<file path="config.mk">
export PLATFORM = sky130hd
export DESIGN_NAME = task_core_bin_packing_placer
export DESIGN_NICKNAME = d
export VERILOG_FILES = /design/src/rtl/tcbp_pkg.sv /design/src/rtl/task_core_bin_packing_placer.sv
export SDC_FILE = /design/constraint.sdc
export NUM_CORES = 1
export LEC_CHECK = 0
export ABC_AREA = 0
export BUFFER_PORTS_ARGS = -buffer_cell sky130_fd_sc_hd__buf_2
export CAP_MARGIN = 10
export CORE_AREA = 4 4 161 163
export CTS_CLUSTER_SIZE = 28
export DETAILED_ROUTE_END_ITERATION = 10
export DIE_AREA = 0 0 165 167
export MAX_ROUTING_LAYER = met4
export PLACE_DENSITY_LB_ADDON = 0.15
export SETUP_SLACK_MARGIN = 0.02
export SYNTH_ARGS = -nofsm -noshare
export SYNTH_HDL_FRONTEND = slang
export SYNTH_SLANG_ARGS = --single-unit
export TNS_END_PERCENT = 5
</file>
<file path="constraint.sdc">
create_clock -name clock -period 9.8 [get_ports clock]
set_input_delay 1.96 -clock clock [delete_from_list [all_inputs] [get_ports clock]]
set_output_delay 1.96 -clock clock [all_outputs]
set_load 0.05 [all_outputs]
</file>
<file path="src/rtl/tcbp_pkg.sv">
// ----------------------------------------------------------------------------
// tcbp_pkg: shared definitions for the task placer
// Widths, reset values, register indexes, fit mode and state codes.
// ----------------------------------------------------------------------------
package tcbp_pkg;

   localparam int CAP_W       = 17;
   localparam int CORE_IDX_W  = 3;
   localparam int FIT_W       = 2;
   localparam int CSR_IDX_W   = 1;
   localparam int CORES_DEF   = 8;

   localparam logic [CAP_W-1:0] CAP_RESET = 17'd65536;

   typedef enum logic [CSR_IDX_W-1:0] {
      CSR_FIT_MODE      = 1'b0,
      CSR_CORE_CAPACITY = 1'b1
   } csr_index_type;

   localparam logic [FIT_W-1:0] FIT_FIRST = 2'd0;
   localparam logic [FIT_W-1:0] FIT_BEST  = 2'd1;
   localparam logic [FIT_W-1:0] FIT_WORST = 2'd2;

   typedef enum logic [3:0] {
      ST_IDLE  = 4'b0001,
      ST_READ  = 4'b0010,
      ST_DRAIN = 4'b0100,
      ST_WRITE = 4'b1000
   } state_type;

endpackage

</file>
<file path="src/rtl/task_core_bin_packing_placer.sv">
// ----------------------------------------------------------------------------
// task_core_bin_packing_placer
// Places one task per request on a core by first, best or worst fit and
// keeps the remaining capacity of every core in a memory with one read and one write port.
// ----------------------------------------------------------------------------
//   channel | dir | handshake           | payload
//   req     | in  | req_valid/req_stall | task_utilization, first_task
//   rsp     | out | rsp_valid/rsp_stall | placed, core_index, remaining_after
//   csr     | in  | csr_write           | csr_index, csr_wdata
//
// A task passes through the accept state, one memory read per core, the
// drain state for the last compare and the write-back state.
// Reset restores every core to 1.0 at once through per-core valid bits;
// first_task does the same with the configured capacity.
// A stalled result beat holds the block in write-back; a new request beat
// is taken while a finished result still waits on the output register.
// ----------------------------------------------------------------------------
module task_core_bin_packing_placer
   import tcbp_pkg::*;
#(
   parameter int CORES = CORES_DEF
) (
   input  logic                  clock,
   input  logic                  reset,
   input  logic                  req_valid,
   output logic                  req_stall,
   input  logic [CAP_W-1:0]      req_task_utilization,
   input  logic                  req_first_task,
   output logic                  rsp_valid,
   input  logic                  rsp_stall,
   output logic                  rsp_placed,
   output logic [CORE_IDX_W-1:0] rsp_core_index,
   output logic [CAP_W-1:0]      rsp_remaining_after,
   input  logic                  csr_write,
   input  logic [CSR_IDX_W-1:0]  csr_index,
   input  logic [CAP_W-1:0]      csr_wdata
);

   localparam int IDX_W = (CORES > 1) ? $clog2(CORES) : 1;
   localparam logic [IDX_W-1:0] LAST_IDX = IDX_W'(CORES - 1);

   // configuration
   logic [FIT_W-1:0] fit_mode_ff;
   logic [CAP_W-1:0] core_capacity_ff;

   // capacity store
   logic [CAP_W-1:0] cap_mem [CORES];
   logic [CORES-1:0] valid_ff, valid_in;
   logic [CAP_W-1:0] reload_ff, reload_in;
   logic [CAP_W-1:0] rd_data_ff;
   logic             rd_valid_ff;

   // control
   state_type        state_ff, state_in;
   logic [IDX_W-1:0] rd_addr_ff, rd_addr_in;
   logic             cmp_vld_ff, cmp_vld_in;
   logic [IDX_W-1:0] cmp_idx_ff, cmp_idx_in;
   logic [CAP_W-1:0] task_ff, task_in;
   logic             found_ff, found_in;
   logic [IDX_W-1:0] pick_ff, pick_in;
   logic [CAP_W-1:0] best_ff, best_in;

   // result register
   logic                  rsp_valid_ff, rsp_valid_in;
   logic                  rsp_placed_ff, rsp_placed_in;
   logic [CORE_IDX_W-1:0] rsp_core_index_ff, rsp_core_index_in;
   logic [CAP_W-1:0]      rsp_remaining_ff, rsp_remaining_in;

   logic                  req_accept;
   logic                  out_free;
   logic                  mem_we;
   logic [CAP_W-1:0]      eff_cap;
   logic                  fits;
   logic                  take;
   logic [CAP_W-1:0]      left_cap;
   logic [IDX_W+CORE_IDX_W-1:0] pick_ext;

   assign req_stall  = (state_ff != ST_IDLE);
   assign req_accept = req_valid && (state_ff == ST_IDLE);
   assign out_free   = !rsp_valid_ff || !rsp_stall;

   assign eff_cap  = rd_valid_ff ? rd_data_ff : reload_ff;
   assign fits     = eff_cap > task_ff;
   assign left_cap = best_ff - task_ff;
   assign pick_ext = {{CORE_IDX_W{1'b0}}, pick_ff};
   assign mem_we   = (state_ff == ST_WRITE) && found_ff;

   // per-entry choice: first fit stops updating after the first hit
   always_comb begin
      take = 1'b0;
      if (cmp_vld_ff && fits) begin
         if (!found_ff) begin
            take = 1'b1;
         end else if (fit_mode_ff == FIT_BEST) begin
            take = eff_cap < best_ff;
         end else if (fit_mode_ff == FIT_WORST) begin
            take = eff_cap > best_ff;
         end
      end
   end

   always_comb begin
      state_in          = state_ff;
      rd_addr_in        = rd_addr_ff;
      cmp_vld_in        = 1'b0;
      cmp_idx_in        = rd_addr_ff;
      task_in           = task_ff;
      found_in          = found_ff;
      pick_in           = pick_ff;
      best_in           = best_ff;
      valid_in          = valid_ff;
      reload_in         = reload_ff;
      rsp_valid_in      = rsp_valid_ff && rsp_stall;
      rsp_placed_in     = rsp_placed_ff;
      rsp_core_index_in = rsp_core_index_ff;
      rsp_remaining_in  = rsp_remaining_ff;

      if (take) begin
         found_in = 1'b1;
         pick_in  = cmp_idx_ff;
         best_in  = eff_cap;
      end

      unique case (state_ff)
         ST_IDLE: begin
            if (req_accept) begin
               task_in    = req_task_utilization;
               found_in   = 1'b0;
               rd_addr_in = '0;
               if (req_first_task) begin
                  valid_in  = '0;
                  reload_in = core_capacity_ff;
               end
               state_in = ST_READ;
            end
         end
         ST_READ: begin
            cmp_vld_in = 1'b1;
            if (rd_addr_ff == LAST_IDX) begin
               state_in = ST_DRAIN;
            end else begin
               rd_addr_in = rd_addr_ff + 1'b1;
            end
         end
         ST_DRAIN: begin
            state_in = ST_WRITE;
         end
         ST_WRITE: begin
            if (found_ff) begin
               valid_in[pick_ff] = 1'b1;
            end
            // hold the write-back until the result register frees up
            if (out_free) begin
               rsp_valid_in      = 1'b1;
               rsp_placed_in     = found_ff;
               rsp_core_index_in = found_ff ? pick_ext[CORE_IDX_W-1:0] : '0;
               rsp_remaining_in  = found_ff ? left_cap : '0;
               state_in          = ST_IDLE;
            end
         end
         default: begin
            state_in = ST_IDLE;
         end
      endcase
   end

   always_ff @(posedge clock) begin
      if (reset) begin
         state_ff         <= ST_IDLE;
         valid_ff         <= '0;
         reload_ff        <= CAP_RESET;
         rsp_valid_ff     <= 1'b0;
         cmp_vld_ff       <= 1'b0;
         found_ff         <= 1'b0;
         fit_mode_ff      <= FIT_FIRST;
         core_capacity_ff <= CAP_RESET;
      end else begin
         state_ff     <= state_in;
         valid_ff     <= valid_in;
         reload_ff    <= reload_in;
         rsp_valid_ff <= rsp_valid_in;
         cmp_vld_ff   <= cmp_vld_in;
         found_ff     <= found_in;
         if (csr_write) begin
            case (csr_index_type'(csr_index))
               CSR_FIT_MODE:      fit_mode_ff      <= csr_wdata[FIT_W-1:0];
               CSR_CORE_CAPACITY: core_capacity_ff <= csr_wdata;
               default: ;
            endcase
         end
      end
   end

   always_ff @(posedge clock) begin
      rd_addr_ff        <= rd_addr_in;
      cmp_idx_ff        <= cmp_idx_in;
      task_ff           <= task_in;
      pick_ff           <= pick_in;
      best_ff           <= best_in;
      rsp_placed_ff     <= rsp_placed_in;
      rsp_core_index_ff <= rsp_core_index_in;
      rsp_remaining_ff  <= rsp_remaining_in;
   end

   // capacity memory: one read every cycle plus at most one write, registered read
   always_ff @(posedge clock) begin
      if (mem_we) begin
         cap_mem[pick_ff] <= left_cap;
      end
      rd_data_ff  <= cap_mem[rd_addr_ff];
      rd_valid_ff <= valid_ff[rd_addr_ff];
   end

   assign rsp_valid           = rsp_valid_ff;
   assign rsp_placed          = rsp_placed_ff;
   assign rsp_core_index      = rsp_core_index_ff;
   assign rsp_remaining_after = rsp_remaining_ff;

endmodule
</file>
==> results of run 1 <==
==> metrics by stage <==
| stage | cell area (um2) | util | hold slack (ps) | setup slack, ps |
|---|---|---|---|---|
| 2_1_floorplan | 11430 | - | 371.1 | 5843 |
| 3_3_place_gp | 12160 | 0.4998 | 388.1 | 6132 |
| 3_5_place_dp | 12160 | 0.4998 | 388.7 | 6067 |
| 4_1_cts | 13030 | 0.5357 | 403.1 | 6079 |
| 5_1_grt | 13030 | 0.5357 | 421.2 | 5855 |
| 6_report | 13030 | 0.5357 | 404.1 | 6021 |
==> cells in the mapped netlist (all sizes together), types with 4 or more instances <==
cell,number,area share
mux2i,9,0.0079
o21ai,12,0.0056
and2,13,0.0071
mux2,34,0.033
nand3,5,0.0022
edfxtp,197,0.52
a211oi,9,0.0072
a31oi,4,0.0027
nand2,89,0.030
and3,8,0.0044
ha,52,0.057
nand2b,8,0.0044
or2,4,0.0024
buf,10,0.0042
a21o,11,0.0072
inv,47,0.015
xnor2,9,0.0069
nor2b,6,0.0033
nand4,8,0.0044
clkbuf,21,0.0070
a21oi,61,0.028
nor2,42,0.014
nor3,9,0.0039
dfxtp,72,0.13
mux4,36,0.071
==> registers in the layout (all words and copies together) (netlist names), 3 cells and up <==
register,cells
cap_mem,136
cmp_idx_in,3
rsp_core_index,3
core_capacity_ff,17
state_ff,4
pick_ff,3
rsp_remaining_after,17
cmp_idx_ff,3
best_ff,17
rd_data_ff,17
valid_ff,8
reload_ff,17
task_ff,17
==> cells in the final DEF, fill, tap and decap left out, types with 11 or more instances in the layout <==
cell and n:
buf_2 63, dfxtp_1 72, and2_1 12, a21oi_1 56, ha_1 52, edfxtp_1 197
nand2_1 88, mux4_2 36, inv_1 47, buf_4 13, nor2_1 42, mux2_2 34
clkbuf_16 29, a21o_1 11, clkbuf_1 11
==> cell families after synthesis <==
kind of cell	share of synthesized area
flip-flops	0.6434
buffers and inverters	0.02659
adder cells (fa/ha/maj)	0.05865
AO/OA/AOI/OAI	0.06664
XOR/XNOR	0.009192
AND/OR/NAND/NOR	0.08327
multiplexers	0.1123
==> path summary, 6_finish.rpt <==
kind / from / end / slack [ps] / cells past startpoint
worst max-delay path: rd_valid_ff / best_ff[13] / 6020 / 9
worst min-delay path: cmp_idx_ff[0] / pick_ff[0] / 400 / 0
worst max register to register: rd_valid_ff / best_ff[13] / 6020 / 9
worst min register to register: cmp_idx_ff[0] / pick_ff[0] / 400 / 0
==> layer usage <==
layer  GRT usage  part of all wire
met4     0.04882             0.020
met2      0.3075              0.49
met5           -                 0
met1      0.2619              0.44
met3     0.02743             0.044
==> worst max-delay path: stages, from the launching register on <==
cell       delay, ps
dfxtp_1          850
mux2_2           440
ha_1             300
a211oi_1         250
nor2_1            80
a2111oi_0        410
o31ai_1          130
mux2i_1          160
a21oi_2          500
buf_4            330
==> final cells by class <==
type | instances | area, um2 | area share
flip-flops and latches | 269 | 7357 | 0.5647
multi-input cells | 462 | 3804 | 0.2920
clock buffers | 44 | 815.8 | 0.06262
repair buffers | 76 | 412.9 | 0.03169
well taps | 324 | 405.4 | 0.03112
inverters | 47 | 176.4 | 0.01354
clock inverters | 7 | 56.30 | 0.004322
==> power by group through the flow <==
stage / clock network [mW] / registers [mW] / logic [mW]
floorplan: 0 / 1.29 / 0.134
global route: 1.07 / 1.28 / 0.199
global placement: 0 / 1.31 / 0.176
CTS: 1.02 / 1.28 / 0.182
finish: 0.996 / 1.28 / 0.180
detailed placement: 0 / 1.31 / 0.180
==> results.toml, run 1 <==
[run_status]
status = "completed"

[logic_synthesis]
syn_avg_cell_area_um2 = 14.13
ys_types = 56
synthesis.nets = 903
yosys_warnings = 0
synth_seq_cells = 269
synthArstFlopShare = 0
synth_flop_cell = "edfxtp_1"
synthCells = 809
syn_area_mm2 = 0.01143
synth-edff-count = 197
ys_seq_area_frac = 0.6434

[die]
dieArea_mm2 = 0.02756
die_h_um = 167
core_area_mm2 = 0.02432
rows = 57
start_util = 0.4702
ios = 64
die_w_um = 165

[global_routing]
track_usage = 0.1927
grt_start_max_net_pins = 44
first_global_vias = 6846
grt_overflow = 0
grt_pass1_wl_um = 39470
antenna_found_initial = 0

[cts]
htreeDepth = 1
clkLatencyLatePin_ps = 560
cts_buffers = 28
clkTransAtPathRegs_ps = 60
cts_tree = "done"
postCtsSetupBuffers = 0
root_buffer = "clkbuf_16"
clockBufferDepth = 3
clock_sinks = 269
hold_buffers = 0
cts_resized = 0

[timing]
period_share = 0.3856
skew_ps = 17.45
fmax_mhz = 264.6
period_needed_ps = 3779
rsz0062_at_grt = "false"
slew_viol_final = 0
slew_headroom = 0.2499
tightest_slew_ps = 1125
setup_tns_ps = 0
finalHoldViolCount = 0
setup_violations = 0

[critical_path]
crit_fanout = 17
required_ps = 10040
worstSetupPathType = "reg -> reg"
worstSetupStartpointType = "flip-flop"
arrival_ps = 4020
worstSetupEndpointType = "flip-flop"

[hold_path]
hold_class = "reg -> reg"

[route]
drtPass1Iterations = 7
routed_wl_um = 25850
wl_per_cell_um = 21.04
dr.first_iter.drc_count = 603
antenna_left = 0
vias = 6799
vias_per_cell = 5.532
drc = 0

[power]
p_switching_uw = 554.6
cellLeakagePower_nw = 4.867
p_int_mw = 1.904
power_frac_seq = 0.522
p_clk_frac = 0.405
fin_total_pwr_mw = 2.458
powerDensity_mw_per_mm2 = 188.7
vdd_drop_max_mv = 0.1509
swShare = 0.2256
pwr-share-comb = 0.073

[placed_design]
numPortBuffers = 63
place_congestion = 0.9108
dp_cells = 1178
hpwlAfterDp_um = 17460

[run]
cap_violations = 0

[finish]
area_delta_synth_final_pct = 13.93
layoutNonFillerInstCount = 1229
layout-drive-gt1-share = 0.2276
fill_cells = 2001
nets = 978
antenna_cells = 0
Note: power is estimated with default switching activity, not from simulation.
==> inputs of run 2 (changes only) <==
- clock period: 9.8 -> 3.6 ns (I/O delays scaled with it)
==> results.toml, run 2 (synthesis results as in run 1) <==
[cts]
cts_resized = 0
cts_tree = "done"
clockBufferDepth = 3
clock_sinks = 269
cts_buffers = 29
postCtsSetupBuffers = 0
clkLatencyLatePin_ps = 560
htreeDepth = 1
hold_buffers = 0
clkTransAtPathRegs_ps = 60
root_buffer = "clkbuf_16"

[critical_path]
crit_fanout = 17
worstSetupStartpointType = "flip-flop"
worstSetupPathType = "reg -> reg"
required_ps = 3850
rr_startpoint = "rd_valid_ff"
worstSetupEndpointType = "flip-flop"
arrival_ps = 3350
critPathLaunch = "rd_valid_ff"

[timing]
slew_viol_final = 0
period_needed_ps = 3107
skew_ps = 8.220
fmax_mhz = 321.9
period_share = 0.8629
setup_tns_ps = 0
finalHoldViolCount = 0
rsz0062_at_grt = "false"
setup_violations = 0
tightest_slew_ps = 1055
slew_headroom = 0.2967

[power]
cellLeakagePower_nw = 4.943
swShare = 0.2201
p_int_mw = 5.425
pwr-share-comb = 0.072
powerDensity_mw_per_mm2 = 528.8
p_clk_frac = 0.427
power_frac_seq = 0.501
vdd_drop_max_mv = 0.3332
p_switching_mw = 1.531

[placed_design]
place_area_mm2 = 0.01219
hpwlAfterDp_um = 17510
numPortBuffers = 63
place_congestion = 0.8361

[die]
start_util = 0.4702
core_area_mm2 = 0.02432
ios = 64
dieArea_mm2 = 0.02756
die_w_um = 165
die_h_um = 167
rows = 57

[finish]
antenna_cells = 0
fill_cells = 2005
nets = 985
multi_input_area_mm2 = 0.003791
layout-drive-gt1-share = 0.2374
layout.area.seq_mm2 = 0.007357
stdcell_area_mm2 = 0.01316
largest_reg_flops = 136
top_register = "cap_mem"
area_delta_synth_final_pct = 15.05
layout_common_cells = "197 x edfxtp_1, 88 x nand2_1, 72 x dfxtp_1"
layout.cells.most_common = "edfxtp_1"

[route]
drtPass1Iterations = 5
wl_per_cell_um = 20.56
routed_wl_um = 25460
antenna_left = 0
vias_per_cell = 5.419
vias = 6709
dr.first_iter.drc_count = 420
drc = 0

[run_status]
status = "completed"

[run]
cap_violations = 0

[global_routing]
antenna_found_initial = 0
grt_overflow = 0
grt_pass1_wl_um = 39450
grt_start_max_net_pins = 44
track_usage = 0.1927
first_global_vias = 6780

[hold_path]
min_from = "req_task_utilization[6]"
hold_class = "in -> reg"
run 2: critical path: stages (launching register included):
cell and delay (ps):
dfxtp_1 320, buf_4 270, mux2_2 410, ha_1 320
a21oi_1 160, o21ai_0 130, a2111oi_0 470, o31ai_1 140
mux2i_1 160, a21oi_2 170, buf_4 240
run 2: final cells by class:
cell class | instances | share of cell area
Inverter | 47 | 0.01341
Timing Repair Buffer | 82 | 0.03481
Clock inverter | 12 | 0.01151
Tap cell | 324 | 0.03082
Clock buffer | 42 | 0.06201
Sequential cell | 269 | 0.5593
Multi-Input combinational cell | 462 | 0.2882
run 2: worst paths after layout:
| kind | to | cells past startpoint | slack [ps] |
|---|---|---|---|
| worst min register to register | pick_ff[0] | 0 | 400 |
| worst max register to register | best_ff[10] | 10 | 490 |
| worst max-delay path | best_ff[10] | 10 | 490 |
| worst min-delay path | task_ff[6] | 1 | 340 |
run 2: stage by stage:
stage,std cells,utilization,hold WS [ps],power [mW],worst slack (ps)
after floorplan,809,-,371.1,3.873,71.54
after global placement,1184,0.5012,386.4,4.039,564.5
after detailed placement,1184,0.5012,395.2,4.054,557.1
after CTS,1238,0.5409,310.2,7.044,531.4
after global routing,1238,0.5409,317.9,7.259,236.9
final,1238,0.5409,335.1,6.957,493.4
run 2: layer usage:
| layer | vias up | part of all wire | global-route usage |
|---|---|---|---|
| li1 | 3169 | - | - |
| met1 | 3345 | 0.45 | 0.2660 |
| met2 | 157 | 0.48 | 0.3052 |
| met3 | 38 | 0.045 | 0.02645 |
| met4 | 0 | 0.024 | 0.04629 |
| met5 | - | 0 | - |
run 2: power by group through the flow:
stage                     sequential (mW)  combinational (mW)  clock (mW)
after CTS                            3.49               0.507        3.05
after floorplan                      3.51               0.364           0
final                                3.48               0.501        2.97
after global placement               3.55               0.489           0
after detailed placement             3.55               0.503           0
after global routing                 3.49               0.560        3.21
==> inputs of run 3 (changes only) <==
- CORE_AREA: 4 4 161 163 -> 2 2 159 161
- DIE_AREA: 0 0 165 167 -> 0 0 161 163
- clock period: 3.6 -> 2.9 ns (I/O delays scaled with it)
==> results.toml, run 3 (synthesis results as in run 1) <==
[finish]
largest_reg_flops = 136
area_delta_synth_final_pct = 17.19
layout_common_cells = "197 x edfxtp_1, 88 x nand2_1, 71 x dfxtp_1"
layoutNonFillerInstCount = 1256
layout.cells.most_common = "edfxtp_1"
stdcell_area_mm2 = 0.01340
nets = 1000
top_register = "cap_mem"
layout-drive-gt1-share = 0.2667
antenna_cells = 0

[placed_design]
numPortBuffers = 63
dp_cells = 1199
hpwlAfterDp_um = 17920
place_congestion = 0.8729
place_area_mm2 = 0.01233

[timing]
rsz0062_at_grt = "true"
setup_tns_ps = 0
skew_ps = 12.81
tightest_slew_ps = 672.0
slew_viol_final = 0
finalHoldViolCount = 0
whs_ps = 212.6
fmax_mhz = 354.6
period_share = 0.9725
period_needed_ps = 2820
slew_headroom = 0.5517
setup_violations = 0

[route]
wl_per_cell_um = 20.80
drc = 0
vias_per_cell = 5.375
dr.first_iter.drc_count = 381
antenna_left = 0
vias = 6751
routed_wl_um = 26120
drtPass1Iterations = 4

[die]
die_h_um = 163
dieArea_mm2 = 0.02624
rows = 58
start_util = 0.4634
core_area_mm2 = 0.02467
ios = 64
die_w_um = 161

[cts]
htreeDepth = 1
clockBufferDepth = 3
hold_buffers = 0
cts_buffers = 29
clkTransAtPathRegs_ps = 60
cts_tree = "done"
clock_sinks = 269
clkLatencyLatePin_ps = 540
root_buffer = "clkbuf_16"

[power]
p_clk_frac = 0.409
fin_total_pwr_mw = 8.432
pwr-share-comb = 0.078
powerDensity_mw_per_mm2 = 629.3
vdd_drop_max_mv = 0.4113
cellLeakagePower_nw = 5.013
p_int_mw = 6.553
p_switching_mw = 1.880
power_frac_seq = 0.513
swShare = 0.2229

[critical_path]
rr_worst_depth = 10
critPathLaunch = "rd_valid_ff"
cp_cell_sequence = "buf_8 > mux2_2 > ha_4 > nand4_1 > nor3_2 > a2111oi_2 > o31ai_1 > mux2i_1 > a21oi_4 > buf_6"
worstSetupStartpointType = "flip-flop"
slowest_stage = "dfxtp_4"
arrival_ps = 3120
rr_startpoint = "rd_valid_ff"
worstSetupEndpointType = "flip-flop"
required_ps = 3190
crit_fanout = 8
worstSetupPathType = "reg -> reg"
cp_slowest_stage_delay_ps = 420

[global_routing]
grt_start_max_net_pins = 40
grt_pass1_wl_um = 40070
track_usage = 0.2091
first_global_vias = 6942
grt_overflow = 0
antenna_found_initial = 1

[hold_path]
min_from = "req_task_utilization[10]"
whs_path_depth = 1
hold_class = "in -> reg"

[run]
cap_violations = 0

[run_status]
status = "completed"
-- run 3: cell types whose count changed in the layout (fill, tap and decap cells not counted), sizes merged --
cell / change
buf: +15
clkbuf: -7
clkinv: +4
clkinvlp: +2
bufinv: -1
inv: -1
-- run 3: worst max-delay path, delay by kind of cell, from the launching register on --
family / cells / cell delay [ps]
compound gates: 3 / 470
mux: 2 / 710
flops: 1 / 420
buf+inv: 2 / 300
simple gates: 2 / 390
fa+ha+maj: 1 / 280
-- run 3: layer usage --
layer | vias to the layer above | share of wire | track usage | wire length [um]
met4 | 0 | 0.026 | 0.06006 | 683
met5 | - | 0 | - | 0
li1 | 3191 | - | - | -
met2 | 122 | 0.49 | 0.3439 | 12680
met1 | 3392 | 0.45 | 0.2763 | 11820
met3 | 46 | 0.036 | 0.02623 | 940
-- run 3: final cells by class --
class / count / area, um2
inverter: 47 / 176.4
sequential: 269 / 7361
tap: 330 / 412.9
clock buffer: 35 / 758.2
fill: 2080 / 11270
clock inverter: 16 / 130.1
multi-input combinational: 462 / 3944
timing repair buffer: 97 / 618.1
-- run 3: repair_timing --
action | in CTS | in global routing
pin swaps | 7 | 12
setup buffers | 5 | 2
gates resized for setup | 10 | 20
endpoints found under the setup margin | 21 | 43
-- run 3: stage by stage --
step           worst slack, ps  utilization
5_1_grt                 -14.92       0.5431
3_5_place_dp            -77.50       0.4995
4_1_cts                  34.01       0.5388
2_1_floorplan            25.14            -
6_report                 79.73       0.5431
3_3_place_gp            -10.74       0.4995
-- run 3: worst paths after layout --
| kind | slack, ps | end |
|---|---|---|
| setup / recovery | 80 | pick_ff[2] |
| hold / removal | 210 | task_ff[10] |
| setup reg to reg | 80 | pick_ff[2] |
| hold reg to reg | 400 | pick_ff[0] |
-- run 3: power by group through the flow --
| stage | logic (mW) | clock network, mW | registers [mW] |
|---|---|---|---|
| 2_1_floorplan | 0.454 | 0 | 4.36 |
| 3_3_place_gp | 0.626 | 0 | 4.41 |
| 3_5_place_dp | 0.645 | 0 | 4.41 |
| 4_1_cts | 0.656 | 3.52 | 4.33 |
| 5_1_grt | 0.732 | 3.66 | 4.33 |
| 6_report | 0.657 | 3.45 | 4.33 |
